--- src/sv/tqlu_ram.sv ---
module tqlu_ram #(
   parameter int  WIDTH  = 32,
   parameter int  DEPTH  = 64,
   localparam int ADDR_W = $clog2(DEPTH)
) (
   input  logic              clock,
   input  logic              wr_en,
   input  logic [ADDR_W-1:0] wr_addr,
   input  logic [WIDTH-1:0]  wr_data,
   input  logic [ADDR_W-1:0] rd_addr,
   output logic [WIDTH-1:0]  rd_data
);

   logic [WIDTH-1:0] mem_ff [DEPTH];
   logic [WIDTH-1:0] rd_data_ff;

   always_ff @(posedge clock) begin
      if (wr_en) begin
         mem_ff[wr_addr] <= wr_data;
      end
      rd_data_ff <= mem_ff[rd_addr];
   end

   assign rd_data = rd_data_ff;

endmodule

--- config.mk ---
export PLATFORM = sky130hd
export DESIGN_NAME = tqlu_ram
export DESIGN_NICKNAME = d
export VERILOG_FILES = /design/src/sv/tqlu_ram.sv
export SDC_FILE = /design/constraint.sdc
export NUM_CORES = 2
export LEC_CHECK = 0
export BUFFER_PORTS_ARGS = -buffer_cell sky130_fd_sc_hd__buf_4
export CAP_MARGIN = 10
export CORE_AREA = 2 2 400 402
export DETAILED_ROUTE_END_ITERATION = 12
export DIE_AREA = 0 0 402 404
export PLACE_DENSITY = 0.65
export SLEW_MARGIN = 15
export SYNTH_ARGS = -nofsm -noshare
export SYNTH_HDL_FRONTEND = slang
export SYNTH_SLANG_ARGS = --single-unit
--- constraint.sdc ---
create_clock -name clock -period 5.67 [get_ports clock]
set_input_delay 0.2835 -clock clock [delete_from_list [all_inputs] [get_ports clock]]
set_output_delay 0.2835 -clock clock [all_outputs]
set_load 0.1 [all_outputs]
Yosys cells after proc, flatten, opt, wreduce, memory -nomap -nowiden

Memories as Yosys holds them, arrays and structs flattened. A register that Yosys moved wholly into a read port is not among the register bits.
Cells that the tools add are included.
W data, S select, Z words.

Muxes and demuxes: 2

Operators with widths:

| operator | number |
|---|---|
| $mux W1  | 2 |

Input bits: 46
Memories kept: 1
Bits in writable memories: 2,048
Output and inout port bits: 32
Bits in registers: 0
Word-level logic and storage cells: 3

Memory list:

| memory | words | width | read ports | clocked after Yosys merged registers in | write ports | line | source |
|---|---|---|---|---|---|---|---|
| mem_ff | 64    | 32    | 1          | 1                                       | 1           | 14   | `logic [WIDTH-1:0] mem_ff [DEPTH];` |

Logic depth before layout (Yosys ltp)

Depth after elaboration: 2
Mapped depth: 10
Depth with buffers taken out: 5

Worst setup path after synthesis

Ideal clock, no wire load.

Path type: input-to-reg
Start point: input port wr_addr[3]
End point: memory mem_ff[48][0] (enable)
Setup slack: 2,227 ps
Data arrival time: 2,982 ps
Cell stages on the path: 4
Data required time: 5,209 ps
Setup time: 461 ps
Buffers on the path: 1
Cells stage by stage: clkbuf_1 nor2b_1 nand4b_1 nor3_1

RTL lines:

| what               | line | source |
|---|---|---|
| start: declaration | 8    | `input logic [ADDR_W-1:0] wr_addr,` |
| end: declaration   | 14   |  |

No word-level cell before the write port.

==> impl_results.md <==
- PortBufs: 77
- Unique masters post-synth: 34
- R2R Setup Slk: 3270 ps
- Async S/R FF share, synth: 0%
- Area of the core: 0.158 mm²
- Die W: 402 µm
- Post-Route WL: 201 mm
- GRT overflow: 0
- Crit Path Max Fanout: 68
- Hold WS: 35.0 ps
- Detailed placement HPWL: 109 mm
- Met2 WL: 94.6 mm
- ANT cells: 0
- Worst hold path type: input pin to register
- Num CTS Buffers: 198
- Seq/Total Area, Yosys: 79.1%
- Switch share: 21.8%
- DR pass1 iterations: 6
- Actual slew at the worst max-slew pin: 1240 ps
- Sw Pwr: 6.87 mW
- FF-to-FF End: rd_data[27]
- Max Cap Viol: 0
- Slew Limit Headroom: 17.2%
- Die area: 0.162 mm²
- Cell count after synthesis: 3324
- I/O pin count: 78
- FF-to-FF Start: mem_ff[23][27]
- Vias post-DR: 37400
- Overall power: 31.5 mW
- Clock buffer depth: 3
- Placed Cells: 5399
- Area Growth Syn to Fin: 12.7%
- Critical path class: input pin to register
- Top sig layer: met5
- ANT nets after route: 0
- Critical Path Start Type: input pin
- Worst skew pair latency: 820 ps
- Met3 wire length: 20.6 mm
- WHS Endpoint: mem_ff[6][18]
- Clock root buffer: clkbuf_16
- Hold Path Depth: 1
- Status: finished, final reports clean
- Total track usage: 24.9%
- RSZ-0062 raised after global routing: false
- Clock transition at path regs: 60 ps
- Count leader, synth: edfxtp_1
- Residual DRC count: 0
- Setup crit end kind: register
- WP data required: 6340 ps
- Max IR drop VDD: 317 µV
- CTS sink cnt: 2080
- Fin util: 56.1%
- Leak pwr: 27.4 nW
- Per-cell routed wire length: 34.9 µm
- Placed cell area: 0.0822 mm²
- Total Negative Setup Slacks: 0 ps
- Finished Cell Area: 0.0885 mm²
- Clock Power Share: 40.1%
- DRT met1 WL: 81.4 mm
- Hold_sp: wr_data[18]
- Synth Flop Type: edfxtp_1
- Final Hold Vio Count: 0
- Yosys warning count: 0
- Final net count: 3579
- Power density cells: 357 mW/mm²
- Fmax: 306 MHz
- Synth top area cells: edfxtp_1, mux4_2, mux2i_1, dfxtp_1, o22ai_1
- Fin crit share: 57.6%
- Post-place setup slack: 1560 ps
- Avg Inst Size Synth: 23.6 µm²
- Placer congestion estimate: 0.800
- Htree depth: 4
- Worst r2r path cells: 4
- Critical Path AT: 3930 ps
- Largest net degree at the start of global routing: 81
- Global-route wire length before repair: 283 mm
- Post-Layout Cell Count: 5775
- Cell taking the most area after synthesis: edfxtp_1
- Starting density of the core: 49.7%
- Int Pwr: 24.7 mW
- CTS tree: yes
- Final setup fails: 0
- Post-synth EDFFs: 2048
- Iter 0 DRT Violations: 5214
- Final max-slew violation count: 0
- Setup ws final: 2400 ps
- Post-Synthesis Net Count: 3370
- Clock Skew: 28.2 ps
- Post-synth top cells: edfxtp_1, mux4_2, nor2_1, mux2i_1, o22ai_1
- Initial antenna violation count: 12
- Die height: 404 µm
- Cell area after synthesis: 0.0785 mm²
- Vias per std cell: 6.47
- Layout cells sized above 1: 28.7%
- Vias in the first global route: 36900
- Top cell type's share of synthesized area: 78.3%
- Reg power frac: 54.2%
- Min Tclk post-route: 3270 ps
- Combinational share of power: 5.7%
- FF+latch count, synth: 2080
- # rows: 146
==> repair_timing <==
item,CTS,global route
resized for setup,0,0
buffers inserted,0,0
endpoints found under the setup margin,0,0
hold buffers,6,0
hold endpoints to repair,37,0
==> critical path: stages <==
cell	delay, ps
buf_8	630
buf_4	470
buf_4	540
mux4_2	590
mux4_2	530
o22ai_1	620
nor2_1	110
==> power by group through the flow <==
stage / Combinational, mW / Clock, mW / Sequential (mW)
after floorplan: 0.828 / 0 / 17.6
after global routing: 1.89 / 13.4 / 17.1
after global placement: 1.79 / 0 / 17.4
after CTS: 1.81 / 12.8 / 17.1
final: 1.80 / 12.6 / 17.1
after detailed placement: 1.81 / 0 / 17.4
==> placed cells by master, fill, tap and decap left out, types with 4 or more instances in the layout <==
| cell type | Yosys | routed |
|---|---|---|
| a21oi_1 | 62 | 62 |
| a22oi_1 | 12 | 12 |
| a311oi_1 | 8 | 8 |
| a41o_1 | 4 | 4 |
| and3_1 | 4 | 4 |
| buf_12 | 0 | 10 |
| buf_4 | 25 | 171 |
| bufinv_16 | 0 | 6 |
| clkbuf_1 | 74 | 63 |
| clkbuf_16 | 0 | 205 |
| clkbuf_8 | 0 | 13 |
| clkinv_1 | 0 | 42 |
| clkinv_2 | 0 | 28 |
| dfxtp_1 | 32 | 32 |
| dlygate4sd3_1 | 0 | 6 |
| edfxtp_1 | 2048 | 2048 |
| inv_6 | 0 | 4 |
| mux2i_1 | 93 | 93 |
| mux4_2 | 544 | 544 |
| nand2_1 | 26 | 26 |
| nand2b_1 | 8 | 7 |
| nand3_1 | 5 | 5 |
| nand3b_1 | 5 | 5 |
| nor2_1 | 137 | 75 |
| nor2_4 | 0 | 62 |
| nor2b_1 | 15 | 15 |
| nor3_1 | 7 | 5 |
| o221ai_1 | 27 | 27 |
| o22ai_1 | 84 | 84 |
| o32ai_1 | 4 | 4 |
==> flip-flops by register name, indices dropped and copies added (netlist names) <==
name	flops
mem_ff	2048
rd_data	32
==> logic make-up after synthesis <==
group	after synthesis	synth area share [%]
DFF	2080	79.1
muxes	637	16.8
and+or+nand+nor	223	1.27
AOI/OAI and AO/OA	202	1.67
buffers and inverters	182	1.13
==> layout make-up <==
type,instances,area [µm²]
clock buffers,281,5550
clock inverters,89,626
fillers,11500,69400
multi-input cells,1062,16000
flip-flops and latches,2080,62100
well taps,2072,2590
repair buffers,191,1600
==> worst max-delay path by stage <==
stage	start	end	slack, ps
3_5_place_dp	rd_addr[0]	rd_data[0]	1560
5_1_grt	rd_addr[0]	rd_data[0]	2250
3_3_place_gp	rd_addr[0]	rd_data[0]	1560
6_report	rd_addr[0]	rd_data[28]	2400
2_1_floorplan	wr_addr[3]	mem_ff[48][0]	2230
4_1_cts	rd_addr[0]	rd_data[0]	2440
==> layer usage <==
| metal | global-route usage (%) | up-vias |
|---|---|---|
| met5 | 0 | - |
| met4 | 6.14 | 4 |
| met3 | 4.61 | 288 |
| met1 | 37.8 | 20300 |
| met2 | 38.1 | 2051 |
| li1 | - | 14700 |
(Power assumes the default switching activity.)
