--- config.mk ---
export PLATFORM = sky130hd
export DESIGN_NAME = tqlu_arith
export DESIGN_NICKNAME = d
export VERILOG_FILES = /design/src/sv/tqlu_pkg.sv /design/src/sv/tqlu_arith.sv
export SDC_FILE = /design/constraint.sdc
export NUM_CORES = 2
export LEC_CHECK = 0
export ABC_AREA = 1
export CAP_MARGIN = 10
export CORE_ASPECT_RATIO = 0.7
export CORE_MARGIN = 2
export CORE_UTILIZATION = 60
export DETAILED_ROUTE_END_ITERATION = 8
export DONT_BUFFER_PORTS = 1
export GPL_ROUTABILITY_DRIVEN = 1
export PLACE_DENSITY = 0.79
export SLEW_MARGIN = 20
export SYNTH_ARGS = -nofsm -noshare
export SYNTH_HDL_FRONTEND = slang
export SYNTH_SLANG_ARGS = --single-unit
--- constraint.sdc ---
create_clock -name clock -period 6.3 [get_ports clock]
set_input_delay 0.315 -clock clock [delete_from_list [all_inputs] [get_ports clock]]
set_output_delay 0.315 -clock clock [all_outputs]
set_load 0.1 [all_outputs]
--- src/sv/tqlu_pkg.sv ---
package tqlu_pkg;

   localparam int STATE_COUNT_DEF  = 16;
   localparam int ACTION_COUNT_DEF = 4;

   localparam int STATE_W  = 4;
   localparam int ACTION_W = 2;
   localparam int VALUE_W  = 32;
   localparam int CFG_W    = 16;
   localparam int FRAC_W   = 16;

   // arithmetic widths
   localparam int BEST_W  = VALUE_W - 1;
   localparam int GPROD_W = CFG_W + BEST_W;
   localparam int G_W     = GPROD_W + 1 - FRAC_W;
   localparam int DIFF_W  = VALUE_W + 2;
   localparam int APROD_W = CFG_W + 1 + DIFF_W;
   localparam int DELTA_W = APROD_W - FRAC_W;
   localparam int SUM_W   = DELTA_W + 1;

   localparam int ROUND_HALF = 32768;

   localparam logic [CFG_W-1:0] LEARNING_RATE_RESET   = 16'd6554;
   localparam logic [CFG_W-1:0] DISCOUNT_FACTOR_RESET = 16'd62259;

   localparam logic [VALUE_W-1:0] Q_MAX = 32'h7FFF_FFFF;
   localparam logic [VALUE_W-1:0] Q_MIN = 32'h8000_0000;

   typedef enum logic {
      CMD_UPDATE = 1'b0,
      CMD_READ   = 1'b1
   } cmd_type;

   typedef enum logic [0:0] {
      CSR_LEARNING_RATE   = 1'd0,
      CSR_DISCOUNT_FACTOR = 1'd1
   } csr_index_type;

   typedef enum logic [2:0] {
      ST_CLEAR,
      ST_IDLE,
      ST_FETCH,
      ST_SCALE,
      ST_DIFF,
      ST_MULT,
      ST_APPLY
   } fsm_state_type;

   typedef struct packed {
      cmd_type                    command;
      logic [STATE_W-1:0]         current_state;
      logic [ACTION_W-1:0]        chosen_action;
      logic signed [VALUE_W-1:0]  reward_value;
      logic [STATE_W-1:0]         following_state;
   } req_type;

   typedef struct packed {
      logic signed [VALUE_W-1:0]  entry_value;
      logic                       saturated;
   } rsp_type;

   typedef struct packed {
      logic clearing;
      logic load;
      logic take_cur;
      logic fold;
      logic read_out;
      logic scale;
      logic diff;
      logic mult;
      logic apply;
   } ctl_type;

endpackage

--- src/sv/tqlu_arith.sv ---
module tqlu_arith (
   input  logic                                 clock,
   input  logic                                 reset,
   input  tqlu_pkg::ctl_type                    ctl,
   input  logic signed [tqlu_pkg::VALUE_W-1:0]  reward_value,
   input  logic [tqlu_pkg::VALUE_W-1:0]         rd_data,
   input  logic [tqlu_pkg::CFG_W-1:0]           learning_rate,
   input  logic [tqlu_pkg::CFG_W-1:0]           discount_factor,
   output logic [tqlu_pkg::VALUE_W-1:0]         wr_value,
   output logic                                 rsp_valid,
   output tqlu_pkg::rsp_type                    rsp_data
);

   import tqlu_pkg::*;

   logic signed [VALUE_W-1:0] reward_ff;
   logic signed [VALUE_W-1:0] cur_ff;
   logic [BEST_W-1:0]         best_ff, best_in;
   logic [GPROD_W-1:0]        gprod_ff, gprod_in;
   logic signed [DIFF_W-1:0]  diff_ff, diff_in;
   logic signed [APROD_W-1:0] aprod_ff, aprod_in;
   logic                      rsp_valid_ff, rsp_valid_in;
   rsp_type                   rsp_data_ff, rsp_data_in;

   logic [GPROD_W:0]          gsum;
   logic [G_W-1:0]            g_val;
   logic signed [CFG_W:0]     alpha_s;
   logic signed [APROD_W-1:0] rnd;
   logic signed [DELTA_W-1:0] delta_val;
   logic signed [SUM_W-1:0]   sum_val;
   logic [SUM_W-VALUE_W:0]    upper;
   logic                      sat;

   // running max of the next row, floored at zero
   assign best_in = (!rd_data[VALUE_W-1] && (rd_data[BEST_W-1:0] > best_ff))
                    ? rd_data[BEST_W-1:0] : best_ff;

   assign gprod_in = GPROD_W'(discount_factor) * GPROD_W'(best_ff);

   // round to nearest, ties upward
   assign gsum    = {1'b0, gprod_ff} + (GPROD_W + 1)'(ROUND_HALF);
   assign g_val   = gsum[GPROD_W:FRAC_W];
   assign diff_in = DIFF_W'(reward_ff) + DIFF_W'(g_val) - DIFF_W'(cur_ff);

   assign alpha_s  = signed'({1'b0, learning_rate});
   assign aprod_in = APROD_W'(alpha_s) * APROD_W'(diff_ff);

   assign rnd       = aprod_ff + APROD_W'(ROUND_HALF);
   assign delta_val = rnd[APROD_W-1:FRAC_W];
   assign sum_val   = SUM_W'(cur_ff) + SUM_W'(delta_val);
   assign upper     = sum_val[SUM_W-1:VALUE_W-1];
   assign sat       = !((upper == '0) || (upper == '1));
   assign wr_value  = sat ? (sum_val[SUM_W-1] ? Q_MIN : Q_MAX) : sum_val[VALUE_W-1:0];

   always_comb begin
      rsp_valid_in = ctl.read_out | ctl.apply;
      rsp_data_in  = rsp_data_ff;
      if (ctl.read_out) begin
         rsp_data_in.entry_value = rd_data;
         rsp_data_in.saturated   = 1'b0;
      end else if (ctl.apply) begin
         rsp_data_in.entry_value = wr_value;
         rsp_data_in.saturated   = sat;
      end
   end

   always_ff @(posedge clock) begin
      if (reset) begin
         rsp_valid_ff <= 1'b0;
      end else begin
         rsp_valid_ff <= rsp_valid_in;
      end
   end

   always_ff @(posedge clock) begin
      rsp_data_ff <= rsp_data_in;
      if (ctl.load) begin
         reward_ff <= reward_value;
      end
      if (ctl.take_cur) begin
         cur_ff  <= rd_data;
         best_ff <= '0;
      end else if (ctl.fold) begin
         best_ff <= best_in;
      end
      if (ctl.scale) begin
         gprod_ff <= gprod_in;
      end
      if (ctl.diff) begin
         diff_ff <= diff_in;
      end
      if (ctl.mult) begin
         aprod_ff <= aprod_in;
      end
   end

   assign rsp_valid = rsp_valid_ff;
   assign rsp_data  = rsp_data_ff;

endmodule

Word-level counts from Yosys, hierarchy flattened
Cells that the tools add are included.
{"block": "word_totals", "register_bits": 261, "input_bits": 107, "output_inout_bits": 66}
{"block": "classes", "add_sub_neg": 5, "n_mul": 2, "magnitude_cmp": 1, "n_eq_ne": 1, "muxes": 4, "bitwise": 1, "reduce_logical": 7}
{"operator": "$mux 33", "count": 2}
{"operator": "$mux 32", "count": 2}
{"operator": "$add 51x17->51 const B", "count": 1}
{"operator": "$mul 17x34->51", "count": 1}
{"operator": "$add 47x16->48 const B", "count": 1}
{"operator": "$mul 16x31->47", "count": 1}
{"operator": "$add 32x35->36", "count": 1}
{"operator": "$add 32x33->34", "count": 1}
{"operator": "$sub 34x34->34", "count": 1}
{"operator": "$gt 31x31->1", "count": 1}
{"operator": "$eq 5x5->1 const B", "count": 1}
{"operator": "$logic_not 5->1", "count": 1}
{"operator": "$logic_not 1->1", "count": 2}
{"operator": "$reduce_and 2->1", "count": 1}
{"operator": "$reduce_bool 2->1", "count": 1}
{"operator": "$logic_and 1x1->1", "count": 1}
{"operator": "$logic_or 1x1->1", "count": 1}
{"operator": "$or 1x1->1", "count": 1}

Logic depth before layout (Yosys ltp)
{"block": "depth", "ltp_word": 7, "ltp_mapped": 29}

Worst setup path before layout
No wires, ideal clock.
{"block": "synth_path", "path_kind": "reg-to-reg", "start": "register diff_ff[7]", "end": "register aprod_ff[47] (data pin)", "setup_time_ns": 0.260, "arrival_time_ns": 5.576, "slack_ns": 0.464, "stages_incl_launch_ff": 27, "path_buffers": 2, "period_less_slack_ns": 5.836, "path_cell_list": "edfxtp_1 -> clkbuf_1 -> clkbuf_1 -> nand2_1 -> fa_1 -> inv_1 -> fa_1 -> inv_1 -> fa_1 -> inv_1 -> fa_1 -> fa_1 -> inv_1 -> fa_1 -> inv_1 -> ha_1 -> nand2_1 -> nor2_1 -> inv_1 -> nor2_1 -> inv_1 -> nor4_1 -> a21oi_1 -> o21ai_0 -> nand2_1 -> nand2_1 -> xor2_1"}
{"block": "synth_via", "elab_chain_len": 1}
{"item": "from (decl)", "line": "tqlu_arith.sv:20", "text": "logic signed [DIFF_W-1:0] diff_ff, diff_in;"}
{"item": "from (signal assigned)", "line": "tqlu_arith.sv:90", "text": "diff_ff <= diff_in;"}
{"item": "$mul 17x34->51", "line": "tqlu_arith.sv:46", "text": "assign aprod_in = APROD_W'(alpha_s) * APROD_W'(diff_ff);"}
{"item": "net aprod_in[47]", "line": "tqlu_arith.sv:21", "text": "logic signed [APROD_W-1:0] aprod_ff, aprod_in;"}
{"item": "to (signal assigned)", "line": "tqlu_arith.sv:93", "text": "aprod_ff <= aprod_in;"}
{"item": "to (decl)", "line": "tqlu_arith.sv:21"}
The timed path passes the listed nets, and every way through them passes these cells.
A chain may end at the register's enable or synchronous reset.

Worst setup path in the final report
{"block": "layout_path", "start": "register diff_ff[9]", "end": "register aprod_ff[45] (data pin)"}
The elaborated chain is that of the path after synthesis.

==> summary.md <==
| Metric | Value |
|---|---|
| Largest net degree at the start of global routing | `37` |
| Max cap viols | `0` |
| Synthesis-stage register bit count | `~230` |
| Critical Path Start Type | `flop` |
| Final worst path period need | `between 6 and 7 ns` |
| Routed vias/inst | `about 5.5` |
| Top post-synthesis cells by count | `inv_1 (1791), nand2_1 (1652), fa_1 (952), ha_1 (338), nor2_1 (293)` |
| Antenna violation net count after detailed routing | `0` |
| Register-to-Register Path Depth | `23` |
| CTS Root Cell | `clkbuf_16` |
| Final WL | `roughly 150000 um` |
| Slowest CP cell | `fa_2` |
| Total GRT Usage | `between 30% and 40%` |
| Endpoints failing setup | `0` |
| Initial antenna violation count | `4` |
| Worst setup path end | `aprod_ff[45]$_DFFE_PP_` |
| Mapped cell area | `roughly 0.05 mm^2` |
| Top FF cell, synth | `edfxtp_1` |
| Distinct cells, synth | `between 50 and 60` |
| Worst slew margin | `about 30%` |
| Nets | `between 7000 and 8000` |
| Crit path kind | `flop to flop` |
| Initial core utilization | `just over 60%` |
| Placed cell areas | `0.0526 mm^2` |
| Clock Skew | `between 0.02 and 0.03 ns` |
| Total negative slack | `0 ns` |
| Worst-Margin Slew | `1.05 ns` |
| Worst hold path type | `primary input to flop` |
| Layout Utilization | `65.1%` |
| Most frequent cell after synthesis | `inv_1` |
| Worst Path Arrival | `between 6 and 7 ns` |
| H-tree depth | `1` |
| P&R area growth vs syn | `7.75%` |
| Drt wl/cell | `~20 um` |
| Clock Sinks | `~230` |
| Critical-path cell list | `buf_4 > buf_4 > nand2_1 > fa_1 > inv_1 > fa_1 > fa_2 > fa_2 > fa_1 > inv_1 > fa_1 > inv_1 > ha_1 > nand2_1 > buf_4 > nor2_1 > nand2_1 > a21oi_1 > nand3b_1 > nand2_1 > nand3_1 > a21oi_1 > xnor2_1` |
| DR iter-0 viols | `between 4000 and 5000` |
| Area occupied by multi-input gates | `approximately 0.036 mm^2` |
| Synth Instances | `roughly 6400` |
| RSZ-0062 raised after global routing | `true` |
| FF-to-FF Start | `diff_ff[9]$_DFFE_PP_` |
| Drt first pass iters | `6` |
| CTS tree | `built` |
| DR vias | `roughly 42000` |
| Yosys top cell area share | `about 38%` |
| Clock Tree Buf Depth | `3` |
| Post-Layout Inst Area | `~0.055 mm^2` |
| Die ar. | `around 0.087 mm^2` |
| Worst-skew pair later-pin latency | `0.61 ns` |
| Routability cong. | `around 1.0` |
| Synth async-reset ratio | `0%` |
| Critical R2R Capture | `aprod_ff[45]$_DFFE_PP_` |
| # rows | `89` |
| Chip height | `247 um` |
| Core area | `0.0840 mm^2` |
| Final period utilization | `96.9%` |
| Mapped Avg Cell Area | `7.90 um^2` |
| FF+latch area | `between 0.006 and 0.007 mm^2` |
| Synth warn | `0` |
| Post-Syn Nets | `roughly 8000` |
| R2r setup slk | `around 0.2 ns` |
| Die extent in x | `around 350 um` |
| Status | `complete, no violations` |
| EDFF count, synth | `approximately 200` |
| Leading area contributor after synthesis | `fa_1` |
| Boundary pin count | `173` |
| Fmax | `roughly 160 MHz` |
| Seq/Total Area, Yosys | `a little over an eighth` |
| Ranking of synthesized cells by area | `fa_1 (38%), inv_1 (13%), nand2_1 (12%)` |
| HPWL after DPL | `around 120000 um` |
| Biggest cell delay along the critical path | `about 0.61 ns` |
| TritonCTS Buffers | `27` |
| First-pass GRT wire length | `between 200000 and 250000 um` |
| CP required | `roughly 6.6 ns` |
| Clk slew on worst S/H paths | `0.07 ns` |
| Share of cells above drive strength 1 | `under 10%` |
| Grt ovf | `0` |
| Setup crit end kind | `flop` |
| Fillers | `about 7100` |
| Hold_ws | `0.0577 ns` |
| Number of global-route vias before repair | `about 42000` |
| Critical path origin | `diff_ff[9]$_DFFE_PP_` |
| PortBufs | `0` |
| Final slew viol count | `0` |
| Final hold viol count | `0` |
| CP max FO | `5` |
| DRC Markers | `0` |
registers in the layout (all words and copies together), names as in the netlist:
register	flops
best_ff	31
cur_ff	32
aprod_ff	36
rsp_data	33
diff_ff	34
gprod_ff	32
reward_ff	32
rsp_valid	1
cells by family (layout without fill, tap and decap cells):
kind of cell / after synthesis / count (layout) / synth area share, %
compound gates: 471 / 471 / 5.21
flops: 231 / 231 / 13.0
simple gates: 2184 / 2184 / 17.3
buf+inv: 2053 / 2111 / 15.3
other cells: 0 / 2 / 0
xor+xnor: 187 / 187 / 3.23
fa+ha+maj: 1290 / 1290 / 45.9
timing repair:
item | in CTS | in global routing
hold buffers | 73 | 0
gates resized for setup | 0 | 53
endpoints found under the setup margin | 0 | 35
buffers inserted | 0 | 15
hold endpoints to repair | 293 | 0
stage by stage:
step	cells	setup slack, ns
2_1_floorplan	6416	0.464
3_3_place_gp	7473	0.0946
3_5_place_dp	7473	0.0187
4_1_cts	7596	0.0158
5_1_grt	7612	-0.0534
6_report	7613	0.195
worst min-delay path by stage:
| stage | cells after the start | end | slack, ns | from |
|---|---|---|---|---|
| 6_report | 1 | cur_ff[29]$_DFFE_PP_ | 0.06 | ctl[6] |
| 3_5_place_dp | 1 | rsp_valid$_SDFF_PP0_ | 0.40 | reset |
| 5_1_grt | 1 | cur_ff[29]$_DFFE_PP_ | 0.06 | ctl[6] |
| 3_3_place_gp | 1 | rsp_valid$_SDFF_PP0_ | 0.40 | reset |
| 2_1_floorplan | 1 | rsp_valid$_SDFF_PP0_ | 0.38 | reset |
| 4_1_cts | 2 | best_ff[6]$_SDFFE_PP0P_ | 0.007 | rd_data[6] |
final cells by class:
| type | instances | share of cell area (%) |
|---|---|---|
| repair buffers | 270 | 4.47 |
| well taps | 1137 | 2.60 |
| diodes | 2 | 0.00916 |
| multi-input cells | 4132 | 66.8 |
| clock buffers | 29 | 1.25 |
| clock inverters | 21 | 0.458 |
| flip-flops and latches | 231 | 12.1 |
| inverters | 1791 | 12.3 |
critical path, delay by kind of cell, from the launching register on:
family,cells,cell delay (ns)
XOR/XNOR,1,0.16
flip-flops,1,0.52
AND/OR/NAND/NOR,7,0.95
buffers and inverters,6,0.57
AO/OA/AOI/OAI,2,0.38
adder cells (fa/ha/maj),7,3.26
layout by cell type (no fill, tap or decap), drive strengths merged, types with 3 or more instances in the layout:
cell type and n:
nand2 1690, nand4 30, inv 1797, ha 338
a31oi 24, xor2 118, or2 3, clkbuf 29
bufinv 4, nor3b 3, xnor2 69, edfxtp 198
nand3 80, buf 203, o211ai 10, a211oi 8
nor3 50, o21ai 134, nor2 301, o21bai 15
dfxtp 33, nand3b 3, a21oi 223, fa 952
a21boi 6, clkinv 10, a21o 13, nor4 15
and3 6, dlygate4sd3 67, o2111ai 5, o21a 21
metal layers:
layer  up-vias  track usage (%)  share of wire (%)
li1      18700                -                  -
met1     20200             53.3                 43
met2      2413             48.5                 40
met3       283             11.0                 14
met4        10             8.37                2.7
met5         -             1.36               0.11
Power is left out: the tool's default activity adds up to more than one toggle a clock period on the data nets, which glitch-free logic cannot reach.
