--- src/sv/tqlu_pkg.sv ---
package tqlu_pkg;

   localparam int STATE_COUNT_DEF  = 16;
   localparam int ACTION_COUNT_DEF = 4;

   localparam int STATE_W  = 4;
   localparam int ACTION_W = 2;
   localparam int VALUE_W  = 32;
   localparam int CFG_W    = 16;
   localparam int FRAC_W   = 16;

   // arithmetic widths
   localparam int BEST_W  = VALUE_W - 1;
   localparam int GPROD_W = CFG_W + BEST_W;
   localparam int G_W     = GPROD_W + 1 - FRAC_W;
   localparam int DIFF_W  = VALUE_W + 2;
   localparam int APROD_W = CFG_W + 1 + DIFF_W;
   localparam int DELTA_W = APROD_W - FRAC_W;
   localparam int SUM_W   = DELTA_W + 1;

   localparam int ROUND_HALF = 32768;

   localparam logic [CFG_W-1:0] LEARNING_RATE_RESET   = 16'd6554;
   localparam logic [CFG_W-1:0] DISCOUNT_FACTOR_RESET = 16'd62259;

   localparam logic [VALUE_W-1:0] Q_MAX = 32'h7FFF_FFFF;
   localparam logic [VALUE_W-1:0] Q_MIN = 32'h8000_0000;

   typedef enum logic {
      CMD_UPDATE = 1'b0,
      CMD_READ   = 1'b1
   } cmd_type;

   typedef enum logic [0:0] {
      CSR_LEARNING_RATE   = 1'd0,
      CSR_DISCOUNT_FACTOR = 1'd1
   } csr_index_type;

   typedef enum logic [2:0] {
      ST_CLEAR,
      ST_IDLE,
      ST_FETCH,
      ST_SCALE,
      ST_DIFF,
      ST_MULT,
      ST_APPLY
   } fsm_state_type;

   typedef struct packed {
      cmd_type                    command;
      logic [STATE_W-1:0]         current_state;
      logic [ACTION_W-1:0]        chosen_action;
      logic signed [VALUE_W-1:0]  reward_value;
      logic [STATE_W-1:0]         following_state;
   } req_type;

   typedef struct packed {
      logic signed [VALUE_W-1:0]  entry_value;
      logic                       saturated;
   } rsp_type;

   typedef struct packed {
      logic clearing;
      logic load;
      logic take_cur;
      logic fold;
      logic read_out;
      logic scale;
      logic diff;
      logic mult;
      logic apply;
   } ctl_type;

endpackage

--- src/sv/tqlu_seq.sv ---
module tqlu_seq #(
   parameter int  STATE_COUNT  = tqlu_pkg::STATE_COUNT_DEF,
   parameter int  ACTION_COUNT = tqlu_pkg::ACTION_COUNT_DEF,
   localparam int DEPTH        = STATE_COUNT * ACTION_COUNT,
   localparam int ADDR_W       = $clog2(DEPTH)
) (
   input  logic                clock,
   input  logic                reset,
   input  logic                start,
   input  tqlu_pkg::req_type   req_data,
   output logic                busy,
   output tqlu_pkg::ctl_type   ctl,
   output logic [ADDR_W-1:0]   rd_addr,
   output logic                wr_en,
   output logic [ADDR_W-1:0]   wr_addr
);

   import tqlu_pkg::*;

   localparam int COL_W    = $clog2(ACTION_COUNT + 1);
   localparam int STATE_N  = 1 << STATE_W;
   localparam int ACTION_N = 1 << ACTION_W;

   // index wrap folded into constant tables
   logic [ADDR_W-1:0] row_base_tbl [STATE_N];
   logic [ADDR_W-1:0] act_tbl      [ACTION_N];

   for (genvar v = 0; v < STATE_N; v++) begin : g_row
      localparam int BASE = (v % STATE_COUNT) * ACTION_COUNT;
      assign row_base_tbl[v] = ADDR_W'(BASE);
   end

   for (genvar w = 0; w < ACTION_N; w++) begin : g_act
      localparam int OFS = w % ACTION_COUNT;
      assign act_tbl[w] = ADDR_W'(OFS);
   end

   fsm_state_type     state_ff, state_in;
   logic [COL_W-1:0]  col_ff, col_in;
   logic [ADDR_W-1:0] clr_ff, clr_in;
   logic [ADDR_W-1:0] idx_ff, idx_in;
   logic [ADDR_W-1:0] nrow_ff, nrow_in;
   cmd_type           cmd_ff, cmd_in;

   logic [ADDR_W-1:0] req_idx;
   logic [ADDR_W-1:0] fetch_addr;

   assign req_idx = row_base_tbl[req_data.current_state]
                    + act_tbl[req_data.chosen_action];

   // the last fetch cycle only drains the read pipe
   assign fetch_addr = (col_ff < COL_W'(ACTION_COUNT)) ? nrow_ff + ADDR_W'(col_ff) : nrow_ff;

   always_ff @(posedge clock) begin
      if (reset) begin
         state_ff <= ST_CLEAR;
         clr_ff   <= '0;
         col_ff   <= '0;
      end else begin
         state_ff <= state_in;
         clr_ff   <= clr_in;
         col_ff   <= col_in;
      end
   end

   always_ff @(posedge clock) begin
      idx_ff  <= idx_in;
      nrow_ff <= nrow_in;
      cmd_ff  <= cmd_in;
   end

   always_comb begin
      state_in = state_ff;
      col_in   = col_ff;
      clr_in   = clr_ff;
      idx_in   = idx_ff;
      nrow_in  = nrow_ff;
      cmd_in   = cmd_ff;
      ctl      = '0;
      rd_addr  = fetch_addr;
      wr_en    = 1'b0;
      wr_addr  = idx_ff;
      unique case (state_ff)
         ST_CLEAR: begin
            ctl.clearing = 1'b1;
            wr_en        = 1'b1;
            wr_addr      = clr_ff;
            if (clr_ff == ADDR_W'(DEPTH - 1)) begin
               state_in = ST_IDLE;
            end else begin
               clr_in = clr_ff + ADDR_W'(1);
            end
         end
         ST_IDLE: begin
            rd_addr = req_idx;
            if (start) begin
               ctl.load = 1'b1;
               idx_in   = req_idx;
               nrow_in  = row_base_tbl[req_data.following_state];
               cmd_in   = req_data.command;
               col_in   = '0;
               state_in = ST_FETCH;
            end
         end
         ST_FETCH: begin
            if (col_ff == '0) begin
               ctl.take_cur = 1'b1;
               if (cmd_ff == CMD_READ) begin
                  ctl.read_out = 1'b1;
                  state_in     = ST_IDLE;
               end else begin
                  col_in = col_ff + COL_W'(1);
               end
            end else begin
               ctl.fold = 1'b1;
               if (col_ff == COL_W'(ACTION_COUNT)) begin
                  state_in = ST_SCALE;
               end else begin
                  col_in = col_ff + COL_W'(1);
               end
            end
         end
         ST_SCALE: begin
            ctl.scale = 1'b1;
            state_in  = ST_DIFF;
         end
         ST_DIFF: begin
            ctl.diff = 1'b1;
            state_in = ST_MULT;
         end
         ST_MULT: begin
            ctl.mult = 1'b1;
            state_in = ST_APPLY;
         end
         ST_APPLY: begin
            ctl.apply = 1'b1;
            wr_en     = 1'b1;
            wr_addr   = idx_ff;
            state_in  = ST_IDLE;
         end
         default: begin
            state_in = ST_CLEAR;
            clr_in   = '0;
         end
      endcase
   end

   assign busy = (state_ff != ST_IDLE);

endmodule

--- config.mk ---
export PLATFORM = sky130hd
export DESIGN_NAME = tqlu_seq
export DESIGN_NICKNAME = d
export VERILOG_FILES = /design/src/sv/tqlu_pkg.sv /design/src/sv/tqlu_seq.sv
export SDC_FILE = /design/constraint.sdc
export NUM_CORES = 1
export LEC_CHECK = 0
export BUFFER_PORTS_ARGS = -buffer_cell sky130_fd_sc_hd__buf_2
export CAP_MARGIN = 20
export CORE_MARGIN = 2
export CORE_UTILIZATION = 47
export DETAILED_ROUTE_END_ITERATION = 8
export PLACE_DENSITY = 0.95
export RECOVER_POWER = 25
export SLEW_MARGIN = 10
export SYNTH_ARGS = -nofsm -noshare
export SYNTH_HDL_FRONTEND = slang
export SYNTH_SLANG_ARGS = --single-unit
--- constraint.sdc ---
create_clock -name clock -period 3.9 [get_ports clock]
set_input_delay 0 -clock clock [delete_from_list [all_inputs] [get_ports clock]]
set_output_delay 0 -clock clock [all_outputs]
set_load 0.02 [all_outputs]
-- Yosys cells after proc, flatten, opt, wreduce, memory -nomap -nowiden
Memory sizes are Yosys's and may differ from the RTL's. A register that Yosys moved wholly into a read port is not among the register bits.
Cells that the tools add are included.
- bits in registers: 19
- ROM bits: 192
- input bits: 46
- output and inout port bits: 23
- word-level logic and storage cells: 77
- memories kept: 2
- add/subtract/negate cells: 4
- magnitude comparators: 3
- eq/ne operators: 16
- muxes and demuxes: 34
- bitwise operators: 4
- reduce and logical (&&, ||, !) cells: 9
- memories (name ; depth ; bits a word ; rd ports ; clocked after Yosys merged registers in ; write ports ; RTL line ; text):
    (no name shown) ; 16 ; 6 ; 1 ; 1 ; 0 ; tqlu_seq.sv:99 ; nrow_in = row_base_tbl[req_data.following_state];
    (no name shown) ; 16 ; 6 ; 1 ; 0 ; 0 ; tqlu_seq.sv:48 ; assign req_idx = row_base_tbl[req_data.current_state]
- operators with widths (cell ; count):
    two-way mux 6 bit ; 8
    two-way mux 3 bit ; 10
    one-hot mux 3 bit (7 select lines) ; 1
    binary-select mux 6 bit (select 2 bit) ; 1
    == test 3 bit, second input constant ; 4
    two-way mux 1 bit ; 12
    != test 3 bit, second input constant ; 4
    one-hot mux 6 bit (2 select lines) ; 1
    NOT 4 -> 5 bit ; 2
    AND reduction 4 bit ; 2
    adder 6 x 1 -> 6 bit, second input constant ; 1
    adder 6 x 3 -> 6 bit ; 1
    adder 6 bit ; 1
    == test 3 x 2 -> 1 bit, second input constant ; 2
    == test 6 bit, second input constant ; 1
    zero test 3 bit ; 2
    != test 2 bit, second input constant ; 3
    one-hot mux 3 bit (2 select lines) ; 1
    OR reduction 6 bit ; 1
    greater-or-equal comparator 5 bit, second input constant ; 1
    AND reduction 2 bit ; 2
    adder 3 x 1 -> 3 bit, second input constant ; 1
    == test 3 x 1 -> 1 bit, second input constant ; 1
    greater-or-equal comparator 3 bit, second input constant ; 1
    other kinds (6) ; 6

-- Longest topological paths before layout
- depth after elaboration: 6
- depth in mapped cells: 6
- mapped depth without buffers: 6

-- Least setup slack after synthesis
No wires, ideal clock.
- path kind: reg2reg
- from: register state_ff[0]
- to: register state_ff[1]
- setup time: 0.086 ns
- arrival time: 1.386 ns
- data required time: 3.814 ns
- path slack: 2.428 ns
- cell stages (with the launch flop): 5
- path buffers: 0
- period minus slack after synthesis: 1.472 ns
- path through: dfxtp_1 or3b_1 nor2_1 a21oi_1 a211oi_1
- cells in the longest elaborated chain, start to end: 3
- elaborated cells between the ends (all ways): 13
- classes of those cells: eq/ne (10); mux (1); reduce/logical (2)
- RTL lines (element ; RTL line ; text):
    start: declaration ; tqlu_seq.sv:38 ; fsm_state_type state_ff, state_in;
    start signal: assignment ; tqlu_seq.sv:60 ; state_ff <= state_in;
    == test 3 x 2 -> 1 bit, or another cell as far along ; tqlu_seq.sv:83 ; unique case (state_ff)
    != test 3 bit (no line) or != test 2 bit (tied branches) ; -- ;
    AND reduction 4 bit (no line) ; -- ;
Parallel ways exist; a longest one is shown, timed or not.
A chain may end at the register's enable or synchronous reset.

-- Final worst setup path
- from: register state_ff[0]
- to: output port wr_addr[0]
- cells in the longest elaborated chain, start to end: 2
- RTL lines (element ; RTL line ; text):
    zero test 3 bit ; tqlu_seq.sv:83 ;
    two-way mux 6 bit ; tqlu_seq.sv:83 ;
    end: declaration ; tqlu_seq.sv:15 ; output logic [ADDR_W-1:0] wr_addr
No other way between the ends.

==> flow_summary.json <==
{
  "die_h_um": 55.1,
  "clkSinkCount": 23,
  "powerDensity_nw_per_um2": 263,
  "postSynthRegisterBits": 23,
  "ios": 69,
  "drt.antenna.violating_nets": 0,
  "via_count": 1141,
  "layout_setup_ws_ns": 1.76,
  "worst_skew_late_latency_ns": 0.32,
  "postLayoutCellArea_sq_um": 1570,
  "number_of_failing_hold_endpoints_at_the_final_stage": 0,
  "synthesis.instances": 133,
  "cts_root_cell": "clkbuf_4",
  "instances_no_fill": 211,
  "routed_wl_um": 2750,
  "highest_fanout_seen_on_the_critical_path": 17,
  "layout-area-overhead-vs-synth_pct": 27.8,
  "initial_drc_count": 26,
  "place_congestion": 0.795,
  "timing.fmax_mhz": 467,
  "top_layer": "met4",
  "startpoint_of_the_worst_setup_timing_path": "state_ff[0]$_SDFFE_PP0P_",
  "wl_per_cell_um": 13.0,
  "met2WireLength_um": 1310,
  "skew_final_ns": 0.00139,
  "cp-end-kind": "output port",
  "postSynthAreaPerCell_sq_um": 9.21,
  "grt_start_max_net_pins": 18,
  "postPlaceCellArea_sq_um": 1420,
  "synth-edff-count": 11,
  "num_rows": 18,
  "finalWorstPathRequiredPeriod_ns": 2.14,
  "maxSlewHeadroom_pct": 60.1,
  "synth_area_leader_cell": "edfxtp_1",
  "antenna_found_initial": 0,
  "met3_length_um": 140,
  "floorplan.initialDensity_pct": 49.4,
  "synth_nets": 182,
  "track_usage_pct": 20.7,
  "setup_violations": 0,
  "first_global_vias": 1019,
  "yosys_warn_count": 0,
  "cap_violations": 0,
  "drt-vias-per-instance": 5.41,
  "grt_first_pass_wirelength_um": 4400,
  "remaining_drc_errors": 0,
  "synth.top_cells.by_area": "edfxtp_1 (27%), dfxtp_1 (20%), nand2_1 (8.9%)",
  "synth-main-ff-cell": "dfxtp_1",
  "detailedPlace.worstSlack_ns": 2.13,
  "proportion_of_layout_cells_with_a_drive_suffix_above_1_pct": 23.2,
  "chipWidth_um": 55.1,
  "post_synth_instance_area_sq_um": 1220,
  "residual_overflow_from_global_routing": 0,
  "clkSlewWorstSetupHoldPaths_ns": 0.13,
  "final-max-slew-violation-count": 0,
  "crit_family": "simple AND/OR/NAND/NOR gates",
  "finalCritPeriodShare_pct": 54.9,
  "dr.pass1.iters": 4,
  "dp.cells": 194,
  "fp.coreArea_sq_um": 2480,
  "cpMaxStageDelayCell": "dfxtp_1",
  "timing.setup.critical_path_class": "register to output port",
  "startpoint_types": "register",
  "rsz0062_at_grt": "false",
  "leakagePower_nw": 0.664,
  "dp_hpwl_um": 1860,
  "irDropWorstVdd_uv": 218,
  "cts_setup_buffers": 0,
  "htreeDepth": 1,
  "worst_pin_slew_ns": 0.597,
  "asr_flop_ratio_synth_pct": 0,
  "clockBufferDepth": 2,
  "netlist.area_leader.share_pct": 27.0,
  "run_status": "completed",
  "finalNetCount": 231,
  "port_buffers": 36,
  "synth.distinct_cells": 38,
  "worst-path-buf-inv": 2,
  "hp-start": "req_data[2]",
  "arrival_ns": 2.14,
  "rrSetupSlack_ns": 2.04,
  "cts.repair.resized": 0,
  "n_antenna_cell": 0,
  "worstHoldPathType": "input pin to register",
  "critical_path.max_stage_delay_ns": 0.65,
  "synth-seq-area-share_pct": 46.6,
  "wl_met1_um": 1250,
  "cts_inserted_buffers": 3,
  "reg2reg_from": "state_ff[0]$_SDFFE_PP0P_",
  "floorplan.die_area_sq_um": 3030,
  "post-route-util_pct": 63.2,
  "crit_path_cell_trace": "or3_1, clkinv_1, nand2_1, nand2_1, buf_2",
  "timing.critical_path.mode_cell": "nand2_1",
  "tritoncts": "yes",
  "totalNegativeSetupSlack_ns": 0,
  "critical_path_rt_ns": 3.90
}
## stage by stage
step	hold slack [ns]	total power, W
floorplan	0.0989	0.000280
global placement	0.176	0.000293
detailed placement	0.178	0.000294
CTS	0.365	0.000416
global route	0.384	0.000429
finish	0.375	0.000412
## Yosys cell counts, drive strengths merged, types with 3 or more instances
master / count
a31oi: 3
dfxtp: 12
inv: 6
a21oi: 9
nand2: 29
o31ai: 3
nand3: 4
nor3b: 4
mux2: 4
nor2: 9
and3: 4
o21ai: 5
edfxtp: 11
ha: 3
buf: 3
## logic make-up after synthesis
family / after synthesis / share of synthesized area (%)
compound gates: 31 / 17.9
xor+xnor: 2 / 1.43
fa+ha+maj: 3 / 3.06
buf+inv: 12 / 3.98
flops: 23 / 46.6
mux: 4 / 3.68
simple gates: 58 / 23.4
## routing by layer
| layer | vias to the layer above | track usage, % |
|---|---|---|
| li1 | 574 | - |
| met1 | 527 | 26.7 |
| met2 | 36 | 32.5 |
| met3 | 4 | 4.03 |
| met4 | 0 | 11.0 |
| met5 | - | 0 |
## path summary, 6_finish.rpt
check | endpoint | depth (start not counted)
setup / recovery | wr_addr[0] | 5
hold / removal | nrow_ff[4]$_DFFE_PP_ | 2
setup reg to reg | clr_ff[2]$_SDFFE_PP0P_ | 4
hold reg to reg | col_ff[1]$_SDFFE_PP0P_ | 2
## layout by cell type (no fill, tap or decap), types with 2 or more instances in the layout
cell,count
mux2_2,4
nand2_1,29
and3_1,4
ha_1,3
edfxtp_1,11
o21ai_0,5
o31ai_1,3
clkbuf_4,3
a31oi_1,2
dfxtp_1,12
inv_1,6
buf_2,30
a21oi_1,9
a211oi_1,2
nor2_1,9
xor2_1,2
nor3b_1,3
nand3_1,4
dlygate4sd3_1,13
clkbuf_1,6
## final cells by class
class	count	area, sq um
Clock buffer	3	22.5
Sequential cell	23	571
Tap cell	30	37.5
Fill cell	223	912
Multi-Input combinational cell	98	601
Inverter	7	26.3
Clock inverter	1	5.00
Timing Repair Buffer	49	303
## state kept, by name (all words and copies together) (netlist names)
name / count
nrow_ff: 4
state_ff: 3
clr_ff: 6
cmd_ff: 1
idx_ff: 6
col_ff: 3
## worst register-to-register path: cells and delay by family, from the launching register on
kind,cells,cell delay [ns]
AOI/OAI and AO/OA,2,0.36
buffers and inverters,1,0.34
DFF,1,0.65
and+or+nand+nor,1,0.46
## where the power goes
part	switching, W	total, W	internal [W]	leakage, nW
registers	0.00000415	0.000260	0.000255	0.196
clock network	0.0000756	0.000114	0.0000385	0.0177
logic	0.0000184	0.0000388	0.0000204	0.450
total	0.0000981	0.000412	0.000314	0.664
## timing repair
action / 4_1_cts / 5_1_grt
endpoints found under the hold margin: 16 / 0
hold buffers: 13 / 0
endpoints found under the setup margin: 0 / 0
Power figures use the tool's default switching activity.
